===== src/hw/rtl/tasf_pkg.sv =====
// Package for the three-axis converter scan sequencer with frame queue.
// Holds opcode, phase and register index codes, reset values and port widths.
// No dependencies.
`timescale 1ns / 1ps

package tasf_pkg;

    typedef enum logic [1:0] {
        OP_TICK    = 2'd0,
        OP_TRIGGER = 2'd1,
        OP_CONV    = 2'd2,
        OP_READ    = 2'd3
    } t_opcode;

    typedef enum logic [2:0] {
        PH_IDLE = 3'b001,
        PH_CONV = 3'b010,
        PH_DONE = 3'b100
    } t_phase;

    typedef enum logic [1:0] {
        REG_CH_AXIS0 = 2'd0,
        REG_CH_AXIS1 = 2'd1,
        REG_CH_AXIS2 = 2'd2
    } t_reg_index;

    localparam int unsigned CH_W       = 5;
    localparam int unsigned AXIS_W     = 2;
    localparam int unsigned OUT_SMP_W  = 16;
    localparam int unsigned IN_DATA_W  = 16;
    localparam int unsigned OUT_DATA_W = 64;

    localparam logic [CH_W-1:0]   CH_AXIS0_RST = 5'd0;
    localparam logic [CH_W-1:0]   CH_AXIS1_RST = 5'd1;
    localparam logic [CH_W-1:0]   CH_AXIS2_RST = 5'd2;
    localparam logic [AXIS_W-1:0] AXIS_FIRST   = 2'd0;
    localparam logic [AXIS_W-1:0] AXIS_SECOND  = 2'd1;
    localparam logic [AXIS_W-1:0] AXIS_THIRD   = 2'd2;

    // Step outcome carried from the accept stage to the output register
    typedef struct packed {
        logic            start;
        logic [CH_W-1:0] chan;
        logic            frame_valid;
        logic            avail;
        logic            idle;
        logic            ovf;
    } t_step_info;

endpackage


===== src/hw/rtl/tasf_ring_ram.sv =====
// Frame ring storage: simple dual-port synchronous memory, registered read.
// Uses no package; depth and width come from the instantiating top level.
`timescale 1ns / 1ps

module tasf_ring_ram #(
    parameter int unsigned DEPTH  = 64,
    parameter int unsigned WIDTH  = 48,
    parameter int unsigned ADDR_W = 6
) (
    input  logic              i_clk,
    input  logic              i_we,
    input  logic [ADDR_W-1:0] i_waddr,
    input  logic [WIDTH-1:0]  i_wdata,
    input  logic              i_re,
    input  logic [ADDR_W-1:0] i_raddr,
    output logic [WIDTH-1:0]  o_rdata
);

    logic [WIDTH-1:0] r_mem [DEPTH];
    logic [WIDTH-1:0] r_rdata;

    always_ff @(posedge i_clk) begin
        if (i_we) begin
            r_mem[i_waddr] <= i_wdata;
        end
    end

    always_ff @(posedge i_clk) begin
        if (i_re) begin
            r_rdata <= r_mem[i_raddr];
        end
    end

    assign o_rdata = r_rdata;

endmodule


===== src/hw/rtl/three_axis_adc_scan_fifo_core.sv =====
// Three-axis converter scan sequencer with a frame ring (DEPTH-1 usable entries).
// Depends on tasf_pkg and tasf_ring_ram.
//
// Channel   Dir  Handshake                    Payload
// s_axis    in   s_axis_tvalid/s_axis_tready  tuser: opcode; tdata: conversion_value
// m_axis    out  m_axis_tvalid/m_axis_tready  tdata: one result per input transaction
// cfg       in   i_cfg_valid/o_cfg_ready      i_cfg_index, i_cfg_data (always ready)
//
// One input transaction per cycle while the output is not stalled; its result passes
// through the accept stage (with the ring read) and then the output register.
// Reset (i_rst_n low, synchronous) empties the ring, idles the sequencer and loads
// the default channels; no clearing pass, ring contents are only read after writes.
// A stalled output holds the accept stage, and s_axis_tready drops only when both the
// accept stage and the output register are full.
`timescale 1ns / 1ps

module three_axis_adc_scan_fifo_core #(
    parameter int unsigned DEPTH       = 64,
    parameter int unsigned SAMPLE_BITS = 16
) (
    input  logic                               i_clk,
    input  logic                               i_rst_n,
    input  logic                               s_axis_tvalid,
    output logic                               s_axis_tready,
    input  logic [tasf_pkg::IN_DATA_W-1:0]     s_axis_tdata,  // [15:0] conversion_value
    input  logic [1:0]                         s_axis_tuser,  // [1:0] opcode
    output logic                               m_axis_tvalid,
    input  logic                               m_axis_tready,
    // [0] start_conversion, [5:1] start_channel, [6] frame_valid,
    // [22:7] sample_first, [38:23] sample_second, [54:39] sample_third,
    // [55] frames_available, [56] sequencer_idle, [57] overflow, [63:58] zero
    output logic [tasf_pkg::OUT_DATA_W-1:0]    m_axis_tdata,
    input  logic                               i_cfg_valid,
    output logic                               o_cfg_ready,
    input  logic [1:0]                         i_cfg_index,
    input  logic [tasf_pkg::CH_W-1:0]          i_cfg_data
);

    localparam int unsigned PTR_W   = (DEPTH > 1) ? $clog2(DEPTH) : 1;
    localparam int unsigned FRAME_W = 3 * SAMPLE_BITS;
    localparam logic [PTR_W-1:0] PTR_LAST = PTR_W'(DEPTH - 1);

    // configuration
    logic [tasf_pkg::CH_W-1:0] r_ch0, r_ch1, r_ch2;
    logic                      cfg_we;

    assign o_cfg_ready = 1'b1;
    assign cfg_we      = i_cfg_valid & o_cfg_ready;

    always_ff @(posedge i_clk) begin
        if (!i_rst_n) begin
            r_ch0 <= tasf_pkg::CH_AXIS0_RST;
            r_ch1 <= tasf_pkg::CH_AXIS1_RST;
            r_ch2 <= tasf_pkg::CH_AXIS2_RST;
        end else if (cfg_we) begin
            case (tasf_pkg::t_reg_index'(i_cfg_index))
                tasf_pkg::REG_CH_AXIS0: r_ch0 <= i_cfg_data;
                tasf_pkg::REG_CH_AXIS1: r_ch1 <= i_cfg_data;
                tasf_pkg::REG_CH_AXIS2: r_ch2 <= i_cfg_data;
                default: ;
            endcase
        end
    end

    // sequencer and pointer state
    tasf_pkg::t_phase                r_phase, n_phase;
    logic [tasf_pkg::AXIS_W-1:0]     r_axis, n_axis;
    logic [SAMPLE_BITS-1:0]          r_asm0, n_asm0, r_asm1, n_asm1;
    logic [PTR_W-1:0]                r_wp, n_wp, r_rp, n_rp;
    logic [PTR_W-1:0]                wp_inc, rp_inc;
    logic [SAMPLE_BITS-1:0]          smp;
    tasf_pkg::t_step_info            step;

    logic                 ram_we, ram_re;
    logic [FRAME_W-1:0]   ram_wdata, ram_rdata;

    // pipeline control
    logic                    accept;
    logic                    r_s1_v;
    tasf_pkg::t_step_info    r_s1;
    logic                    s1_go;
    logic                    r_o_v;
    logic [tasf_pkg::OUT_DATA_W-1:0] r_o_data, n_o_data;

    assign s1_go         = r_s1_v & (~r_o_v | m_axis_tready);
    assign s_axis_tready = ~r_s1_v | s1_go;
    assign accept        = s_axis_tvalid & s_axis_tready;

    assign smp    = s_axis_tdata[SAMPLE_BITS-1:0];
    assign wp_inc = (r_wp == PTR_LAST) ? '0 : r_wp + 1'b1;
    assign rp_inc = (r_rp == PTR_LAST) ? '0 : r_rp + 1'b1;
    assign ram_wdata = {smp, r_asm1, r_asm0};

    always_comb begin
        n_phase = r_phase;
        n_axis  = r_axis;
        n_asm0  = r_asm0;
        n_asm1  = r_asm1;
        n_wp    = r_wp;
        n_rp    = r_rp;
        ram_we  = 1'b0;
        ram_re  = 1'b0;
        step    = '0;
        case (tasf_pkg::t_opcode'(s_axis_tuser))
            tasf_pkg::OP_TICK: begin
                if (r_phase == tasf_pkg::PH_DONE) begin
                    if (r_axis != tasf_pkg::AXIS_FIRST) begin
                        step.start = 1'b1;
                        step.chan  = (r_axis == tasf_pkg::AXIS_SECOND) ? r_ch1 : r_ch2;
                        n_phase    = tasf_pkg::PH_CONV;
                    end else begin
                        n_phase = tasf_pkg::PH_IDLE;
                    end
                end
            end
            tasf_pkg::OP_TRIGGER: begin
                if (r_phase == tasf_pkg::PH_IDLE) begin
                    n_axis     = tasf_pkg::AXIS_FIRST;
                    step.start = 1'b1;
                    step.chan  = r_ch0;
                    n_phase    = tasf_pkg::PH_CONV;
                end
            end
            tasf_pkg::OP_CONV: begin
                if (r_phase == tasf_pkg::PH_CONV) begin
                    n_phase = tasf_pkg::PH_DONE;
                    case (r_axis)
                        tasf_pkg::AXIS_FIRST: begin
                            n_asm0 = smp;
                            n_axis = tasf_pkg::AXIS_SECOND;
                        end
                        tasf_pkg::AXIS_SECOND: begin
                            n_asm1 = smp;
                            n_axis = tasf_pkg::AXIS_THIRD;
                        end
                        default: begin
                            n_axis = tasf_pkg::AXIS_FIRST;
                            if (wp_inc == r_rp) begin
                                step.ovf = 1'b1;
                            end else begin
                                ram_we = 1'b1;
                                n_wp   = wp_inc;
                            end
                        end
                    endcase
                end
            end
            default: begin
                if (r_rp != r_wp) begin
                    step.frame_valid = 1'b1;
                    ram_re           = 1'b1;
                    n_rp             = rp_inc;
                end
            end
        endcase
        step.avail = (n_rp != n_wp);
        step.idle  = (n_phase == tasf_pkg::PH_IDLE);
    end

    always_ff @(posedge i_clk) begin
        if (!i_rst_n) begin
            r_phase <= tasf_pkg::PH_IDLE;
            r_axis  <= tasf_pkg::AXIS_FIRST;
            r_asm0  <= '0;
            r_asm1  <= '0;
            r_wp    <= '0;
            r_rp    <= '0;
        end else if (accept) begin
            r_phase <= n_phase;
            r_axis  <= n_axis;
            r_asm0  <= n_asm0;
            r_asm1  <= n_asm1;
            r_wp    <= n_wp;
            r_rp    <= n_rp;
        end
    end

    tasf_ring_ram #(
        .DEPTH  (DEPTH),
        .WIDTH  (FRAME_W),
        .ADDR_W (PTR_W)
    ) u_ring (
        .i_clk   (i_clk),
        .i_we    (accept & ram_we),
        .i_waddr (r_wp),
        .i_wdata (ram_wdata),
        .i_re    (accept & ram_re),
        .i_raddr (r_rp),
        .o_rdata (ram_rdata)
    );

    // accept stage
    always_ff @(posedge i_clk) begin
        if (!i_rst_n) begin
            r_s1_v <= 1'b0;
        end else if (accept) begin
            r_s1_v <= 1'b1;
        end else if (s1_go) begin
            r_s1_v <= 1'b0;
        end
    end

    always_ff @(posedge i_clk) begin
        if (accept) begin
            r_s1 <= step;
        end
    end

    // output register
    always_comb begin
        n_o_data        = '0;
        n_o_data[0]     = r_s1.start;
        n_o_data[5:1]   = r_s1.chan;
        n_o_data[6]     = r_s1.frame_valid;
        if (r_s1.frame_valid) begin
            n_o_data[22:7]  = tasf_pkg::OUT_SMP_W'(ram_rdata[SAMPLE_BITS-1:0]);
            n_o_data[38:23] = tasf_pkg::OUT_SMP_W'(ram_rdata[2*SAMPLE_BITS-1:SAMPLE_BITS]);
            n_o_data[54:39] = tasf_pkg::OUT_SMP_W'(ram_rdata[FRAME_W-1:2*SAMPLE_BITS]);
        end
        n_o_data[55]    = r_s1.avail;
        n_o_data[56]    = r_s1.idle;
        n_o_data[57]    = r_s1.ovf;
    end

    always_ff @(posedge i_clk) begin
        if (!i_rst_n) begin
            r_o_v <= 1'b0;
        end else if (s1_go) begin
            r_o_v <= 1'b1;
        end else if (m_axis_tready) begin
            r_o_v <= 1'b0;
        end
    end

    always_ff @(posedge i_clk) begin
        if (s1_go) begin
            r_o_data <= n_o_data;
        end
    end

    assign m_axis_tvalid = r_o_v;
    assign m_axis_tdata  = r_o_data;

    // checks
    a_no_write_when_full: assert property (@(posedge i_clk) disable iff (!i_rst_n)
        (accept && ram_we) |-> (wp_inc != r_rp))
        else $error("ring written while full");

    a_no_read_when_empty: assert property (@(posedge i_clk) disable iff (!i_rst_n)
        (accept && ram_re) |-> (r_rp != r_wp))
        else $error("ring read while empty");

    a_rdata_held_in_stall: assert property (@(posedge i_clk) disable iff (!i_rst_n)
        (r_s1_v && !s1_go) |=> $stable(ram_rdata))
        else $error("ring read data changed under a stalled result");

    a_ovf_excludes_pop: assert property (@(posedge i_clk) disable iff (!i_rst_n)
        r_s1_v |-> !(r_s1.ovf && r_s1.frame_valid))
        else $error("overflow and popped frame in one step");

endmodule

===== config.mk =====
export PLATFORM = sky130hd
export DESIGN_NAME = three_axis_adc_scan_fifo_core
export DESIGN_NICKNAME = d
export VERILOG_FILES = /design/src/hw/rtl/tasf_pkg.sv /design/src/hw/rtl/tasf_ring_ram.sv /design/src/hw/rtl/three_axis_adc_scan_fifo_core.sv
export SDC_FILE = /design/constraint.sdc
export NUM_CORES = 2
export LEC_CHECK = 0
export BUFFER_PORTS_ARGS = -buffer_cell sky130_fd_sc_hd__buf_4
export CAP_MARGIN = 5
export CORE_MARGIN = 3
export CORE_UTILIZATION = 23
export CTS_CLUSTER_SIZE = 30
export DETAILED_ROUTE_END_ITERATION = 8
export GPL_ROUTABILITY_DRIVEN = 1
export GPL_TIMING_DRIVEN = 0
export MAX_ROUTING_LAYER = met4
export PLACE_DENSITY_LB_ADDON = 0.3
export REMOVE_ABC_BUFFERS = 1
export SYNTH_ARGS = -nofsm -noshare
export SYNTH_HDL_FRONTEND = slang
export SYNTH_HIERARCHICAL = 1
export SYNTH_SLANG_ARGS = --single-unit

===== constraint.sdc =====
create_clock -name i_clk -period 6.5 [get_ports i_clk]
set_input_delay 0.325 -clock i_clk [delete_from_list [all_inputs] [get_ports i_clk]]
set_output_delay 0.325 -clock i_clk [all_outputs]
set_load 0.03 [all_outputs]

# --- Word-level counts from Yosys, hierarchy flattened ---
# Memories as Yosys holds them, arrays and structs flattened. A register that Yosys moved wholly into a read port is not among the register bits.
# Cells that the tools add are included.
word_totals:
  regBits: 134
  mem_bits_rw: 3072
  inputBits: 30
  out_inout_bits: 67
  wordCells: 99
  memories: 1
classes:
  addsub: 2
  n_eq_ne: 16
  muxes: 35
  n_bitwise: 10
  reduce_logical: 16
memory_table:
  columns: ["memory", "depth", "word_bits", "rd", "rd_clocked_by_memory_dff", "write_ports", "line_no", "rtl"]
  rows:
  - ["u_ring.r_mem", 64, 48, 1, 1, 1, "tasf_ring_ram.sv:19", "logic [WIDTH-1:0] r_mem [DEPTH];"]
op_table:
  columns: ["cell", "count"]
  rows:
  - ["$mux W6", 11]
  - ["$mux W1", 13]
  - ["$add A6 B1 Y6 const B", 2]
  - ["$eq A6 B6 Y1 const B", 2]
  - ["$ne A6 B6 Y1", 2]
  - ["$pmux W6 S2", 1]
  - ["$reduce_and A4 Y1", 3]
  - ["$mux W3", 3]
  - ["$pmux W3 S3", 1]
  - ["$pmux W2 S2", 2]
  - ["$reduce_bool A2 Y1", 4]
  - ["$eq A2 B1 Y1 const B", 3]
  - ["$eq A3 B1 Y1 const B", 2]
  - ["$eq A6 B6 Y1", 1]
  - ["$logic_not A2 Y1", 3]
  - ["$mux W2", 3]
  - ["$reduce_and A2 Y1", 3]
  - ["$mux W5", 1]
  - ["$and A1 B1 Y1", 4]
  - ["$eq A2 B2 Y1 const B", 2]
  - ["$ne A2 B2 Y1 const B", 2]
  - ["$not A1 Y1", 4]
  - ["$reduce_or A4 Y1", 1]
  - ["$eq A3 B2 Y1 const B", 1]
  - ["4 further kinds", 5]

# --- Logic depth before layout (Yosys ltp) ---
logic_depth:
  word_depth: 10
  depth_mapped: 11
  ltp_nobuf: 10

# --- By module ---
# Netlist, hierarchy kept.
modules_own_cells:
  columns: ["module", "instances", "cells_per_inst", "area_each_um2", "seq_area_each_um2"]
  rows:
  - ["tasf_ring_ram", 1, 4970, 117597.8, 93689.9]
  - ["three_axis_adc_scan_fifo_core", 1, 524, 5795.6, 3363.2]

# --- Least setup slack after synthesis ---
# OpenSTA, ideal clock, no wires.
synth_timing:
  kind: "register to register"
  startpoint: "register r_wp[0]"
  endpoint: "memory u_ring.r_mem[48][0], enable pin"
  setup_ns: 0.513
  t_arrival_ns: 5.615
  required_ns: 5.987
  slack_ns: 0.372
  stages_incl_launch_ff: 12
  path_buffers: 1
  synth_period_minus_slack_ns: 6.128
  path_cell_list: "dfxtp_1 -> ha_1 -> buf_2 -> nand2_1 -> o311ai_0 -> a2111oi_4 -> o211ai_2 -> nand3_2 -> inv_1 -> nor2b_1 -> nand4b_1 -> nor3_1"
synth_via:
  elab_chain_cells: 10
  word_cells_on_any_way: 11
  cone_classes: "add/sub (1); eq/ne (2); mux (7); bitwise (1)"
synth_lines:
  columns: ["item", "line_no", "rtl"]
  rows:
  - ["start: declaration", "three_axis_adc_scan_fifo_core.sv:69", "logic [PTR_W-1:0] r_wp, n_wp, r_rp, n_rp;"]
  - ["start signal: assignment", "three_axis_adc_scan_fifo_core.sv:173", "r_wp <= n_wp;"]
  - ["$add A6 B1 Y6 or $eq A6 B6 Y1 (tied branches)", "three_axis_adc_scan_fifo_core.sv:90", "assign wp_inc = (r_wp == PTR_LAST) ? '0 : r_wp + 1'b1;"]
  - ["$mux W6", "three_axis_adc_scan_fifo_core.sv:90", null]
  - ["$eq A6 B6 Y1", "three_axis_adc_scan_fifo_core.sv:138", "if (wp_inc == r_rp) begin"]
  - ["$mux W1", "three_axis_adc_scan_fifo_core.sv:138", null]
  - ["$mux W1", "three_axis_adc_scan_fifo_core.sv:127", "case (r_axis)"]
  - ["$mux W1", "three_axis_adc_scan_fifo_core.sv:125", "if (r_phase == tasf_pkg::PH_CONV) begin"]
  - ["$mux W1", "three_axis_adc_scan_fifo_core.sv:104", "case (tasf_pkg::t_opcode'(s_axis_tuser))"]
  - ["$and A1 B1 Y1", "three_axis_adc_scan_fifo_core.sv:184", ".i_we (accept & ram_we),"]
  - ["$mux W1", "tasf_ring_ram.sv:23", "if (i_we) begin"]
  - ["$mux W1 (implied by the code)", "tasf_ring_ram.sv:24", "r_mem[i_waddr] <= i_wdata;"]
  - ["end: declaration", "tasf_ring_ram.sv:19", null]
# Several ways; a longest one is shown, not always the timed one.

# --- Final worst setup path ---
layout_timing:
  startpoint: "register r_wp[1]"
  endpoint: "memory u_ring.r_mem[30][10], enable pin"
# The elaborated chain is that of the path after synthesis.

==> metrics.cfg <==
[global_routing]
grtUsageTotal_pct = 12.7
antenna_found_initial = 11
grt-ovfl-total = 0
grt_pass1_wl_um = 489000
grt_pass1_vias = 62500
grt_max_degree = 67

[sta]
fin_crit_ns = 5.67
rsz0062_at_grt = no
tns_ns = 0
setup_slack_ns = 0.826
worst_slew_margin_rel_pct = 10.8
skew_ns = 0.0430
hold_viol_final = 0
worst_slew_pin_slew_ns = 1.34
post-route-period-util_pct = 87.3
holdWs_ns = 0.229
setup-violations-final = 0
slew_viol_final = 0
clock.fmax_mhz = 176

[synth]
synthArstFlopShare_pct = 0
netlist_area_mm2 = 0.123
synthFlopType = edfxtp_1
synthTopCellsByArea = edfxtp_1, mux4_2, dfxtp_1
yosysTopAreaCell = edfxtp_1
yosysSeqAreaShare_pct = 78.7
ys_ff_latch = 3254
synth_cell_type_count = 68
synthesis.yosys.warnings = 6
synth_edf_count = 3188
synth_top_area_share_pct = 77.6
synth.avg_cell_area_um2 = 22.5
synth_common_cells = edfxtp_1, mux4_2, nor2_1, o22ai_1, nand2_1
synthCells = 5494
synth_most_common_cell = edfxtp_1

[power_and_ir_drop]
p_clk_share_pct = 45.1
p_sw_mw = 8.44
pwr-share-seq_pct = 54.3
combPwrFrac_pct = 0.6
switching_share_pct = 20.1
p_per_area_mw_per_mm2 = 282
p_leak_nw = 44.0
vdd_drop_max_v = 0.000203
internal_power_mw = 33.6

[clock_network]
cts_buffers = 348
path_clk_slew_ns = 0.06
cts_root_buffer = clkbuf_16
worstSkewPairLatency_ns = 0.93
cts_tree = yes
clock_sinks = 3254
cts-htree-levels = 5
clk_path_buf_depth = 4
cts_setup_buffers = 0

[die]
io_pins = 97
die_w_um = 738
start_util_pct = 23.1
dieArea_mm2 = 0.545
core_region_area_mm2 = 0.533
row_count = 268
fp.dieH_um = 738

[drt]
wl_um = 347000
wl_per_cell_um = 25.9
drtPass1Iterations = 5
vias = 60100
drtIter0Drc = 6526
via_per_inst = 4.48
drtAntennaViolNets = 0
drc_errors = 0

[placement]
place_ws_ns = 0.966
dp_hpwl_um = 228000
place_area_mm2 = 0.138
io_buffers = 89
place_congestion = 0.718

[flow_run]
drv_cap = 0

[worst_setup_path]
cp.arrival_ns = 6.26
path_class = reg -> reg
cp_max_fo = 18
end_kind = flop
required_ns = 7.09
startpoint_type = flop

[layout]
area_growth_syn_to_layout_pct = 21.0
design_area_mm2 = 0.149
fin_nets = 5977
drive_above_1_share_pct = 28.2

[min_path]
hold_path_class = in -> reg

[run_status]
status = completed

==> worst paths after layout <==
| check | cells after the start | start | slack (ns) | to |
|---|---|---|---|---|
| worst min register to register | 0 | n_o_data[4] | 0.42 | m_axis_tdata[4] |
| worst max-delay path | 12 | r_wp[1] | 0.83 | u_ring/r_mem[30][10] |
| worst min-delay path | 4 | i_cfg_data[3] | 0.23 | r_ch2[3] |
| worst max register to register | 12 | r_wp[1] | 0.83 | u_ring/r_mem[30][10] |
==> cells by family (layout without fill, tap and decap cells) <==
logic type	count (synthesis)	after routing	share of synthesized area (%)
other	2	21	0.00609
xor gates and xnor gates	20	20	0.148
muxes	865	865	14.7
AOI/OAI and AO/OA	559	559	3.28
and+or+nand+nor	469	469	1.84
buffers and inverters	323	1048	1.37
DFF	3254	3254	78.7
adders and majority gates	2	2	0.0203
==> metal layers <==
layer	up-vias	wire, µm	track usage [%]
met4	0	7000	2.71
met1	33300	153000	17.3
met3	477	20100	1.88
met5	-	0	-
met2	1933	167000	20.2
li1	24300	-	-
==> through the flow <==
stage / power, mW / utilization (%) / cells
2_1_floorplan: 23.3 / - / 5182
3_3_place_gp: 23.5 / 24.6 / 12400
3_5_place_dp: 23.5 / 25.9 / 12700
4_1_cts: 42.6 / 28.0 / 13400
5_1_grt: 43.4 / 28.0 / 13400
6_report: 42.1 / 28.0 / 13400
==> sequential cells by signal, summed over array words and instances, names as in the netlist <==
| name | count |
|---|---|
| r_s1_v | 1 |
| r_wp | 6 |
| u_ring/o_rdata | 48 |
| r_ch2 | 5 |
| n_o_data | 10 |
| r_asm1 | 16 |
| m_axis_tvalid | 1 |
| u_ring/r_mem | 3072 |
| r_ch0 | 5 |
| r_ch1 | 5 |
| m_axis_tdata | 58 |
| r_phase | 3 |
| r_asm0 | 16 |
| r_rp | 6 |
| r_axis | 2 |
==> what timing repair did <==
item                      in CTS  in global routing
gates resized for setup        0                  0
hold endpoints to repair    1007                  0
hold buffers                  38                  0
==> critical path: stages (launching register included) <==
cell       delay [ns]
dfxtp_1          0.83
ha_1             0.46
nand2_1          0.17
o311ai_0         0.64
a2111oi_4        0.14
o211ai_2         0.19
nand3_2          0.22
inv_1            0.36
nor2b_1          0.31
nand3_1          0.61
nor2_4           0.83
buf_12           0.28
buf_12           0.20
==> area by class of cell <==
class                           instances  area (µm²)
Timing Repair Buffer                  413        7120
Antenna cell                           14        35.0
Clock inverter                        194        1730
Multi-Input combinational cell       1922       25200
Tap cell                             7155        8950
Clock buffer                          435        9120
Fill cell                           52200      384000
Inverter                                6        22.5
Sequential cell                      3254       97100
==> placed cells by master, fill, tap and decap left out, types with 29 or more instances in the layout <==
| cell | count |
|---|---|
| edfxtp_1 | 3188 |
| mux4_2 | 754 |
| clkbuf_16 | 350 |
| buf_12 | 189 |
| o22ai_1 | 122 |
| nand2_1 | 118 |
| mux2i_1 | 99 |
| buf_4 | 90 |
| a21oi_1 | 89 |
| nor2_1 | 88 |
| a221oi_1 | 83 |
| clkbuf_1 | 81 |
| clkinv_1 | 79 |
| buf_16 | 73 |
| a22oi_1 | 72 |
| nor2_4 | 65 |
| clkinv_2 | 65 |
| a22o_1 | 57 |
| and2_1 | 56 |
| nor2b_1 | 54 |
| dlygate4sd3_1 | 38 |
| dfxtp_2 | 32 |
| a211oi_1 | 32 |
| dfxtp_1 | 29 |
==> power by group through the flow <==
| stage | Sequential [mW] | Combinational, mW | Clock, mW |
|---|---|---|---|
| after floorplan | 23.3 | 0.0379 | 0 |
| after global placement | 23.3 | 0.235 | 0 |
| after detailed placement | 23.3 | 0.264 | 0 |
| after CTS | 22.8 | 0.285 | 19.4 |
| after global routing | 22.8 | 0.302 | 20.3 |
| final | 22.8 | 0.272 | 18.9 |
Power figures use the tool's default switching activity.
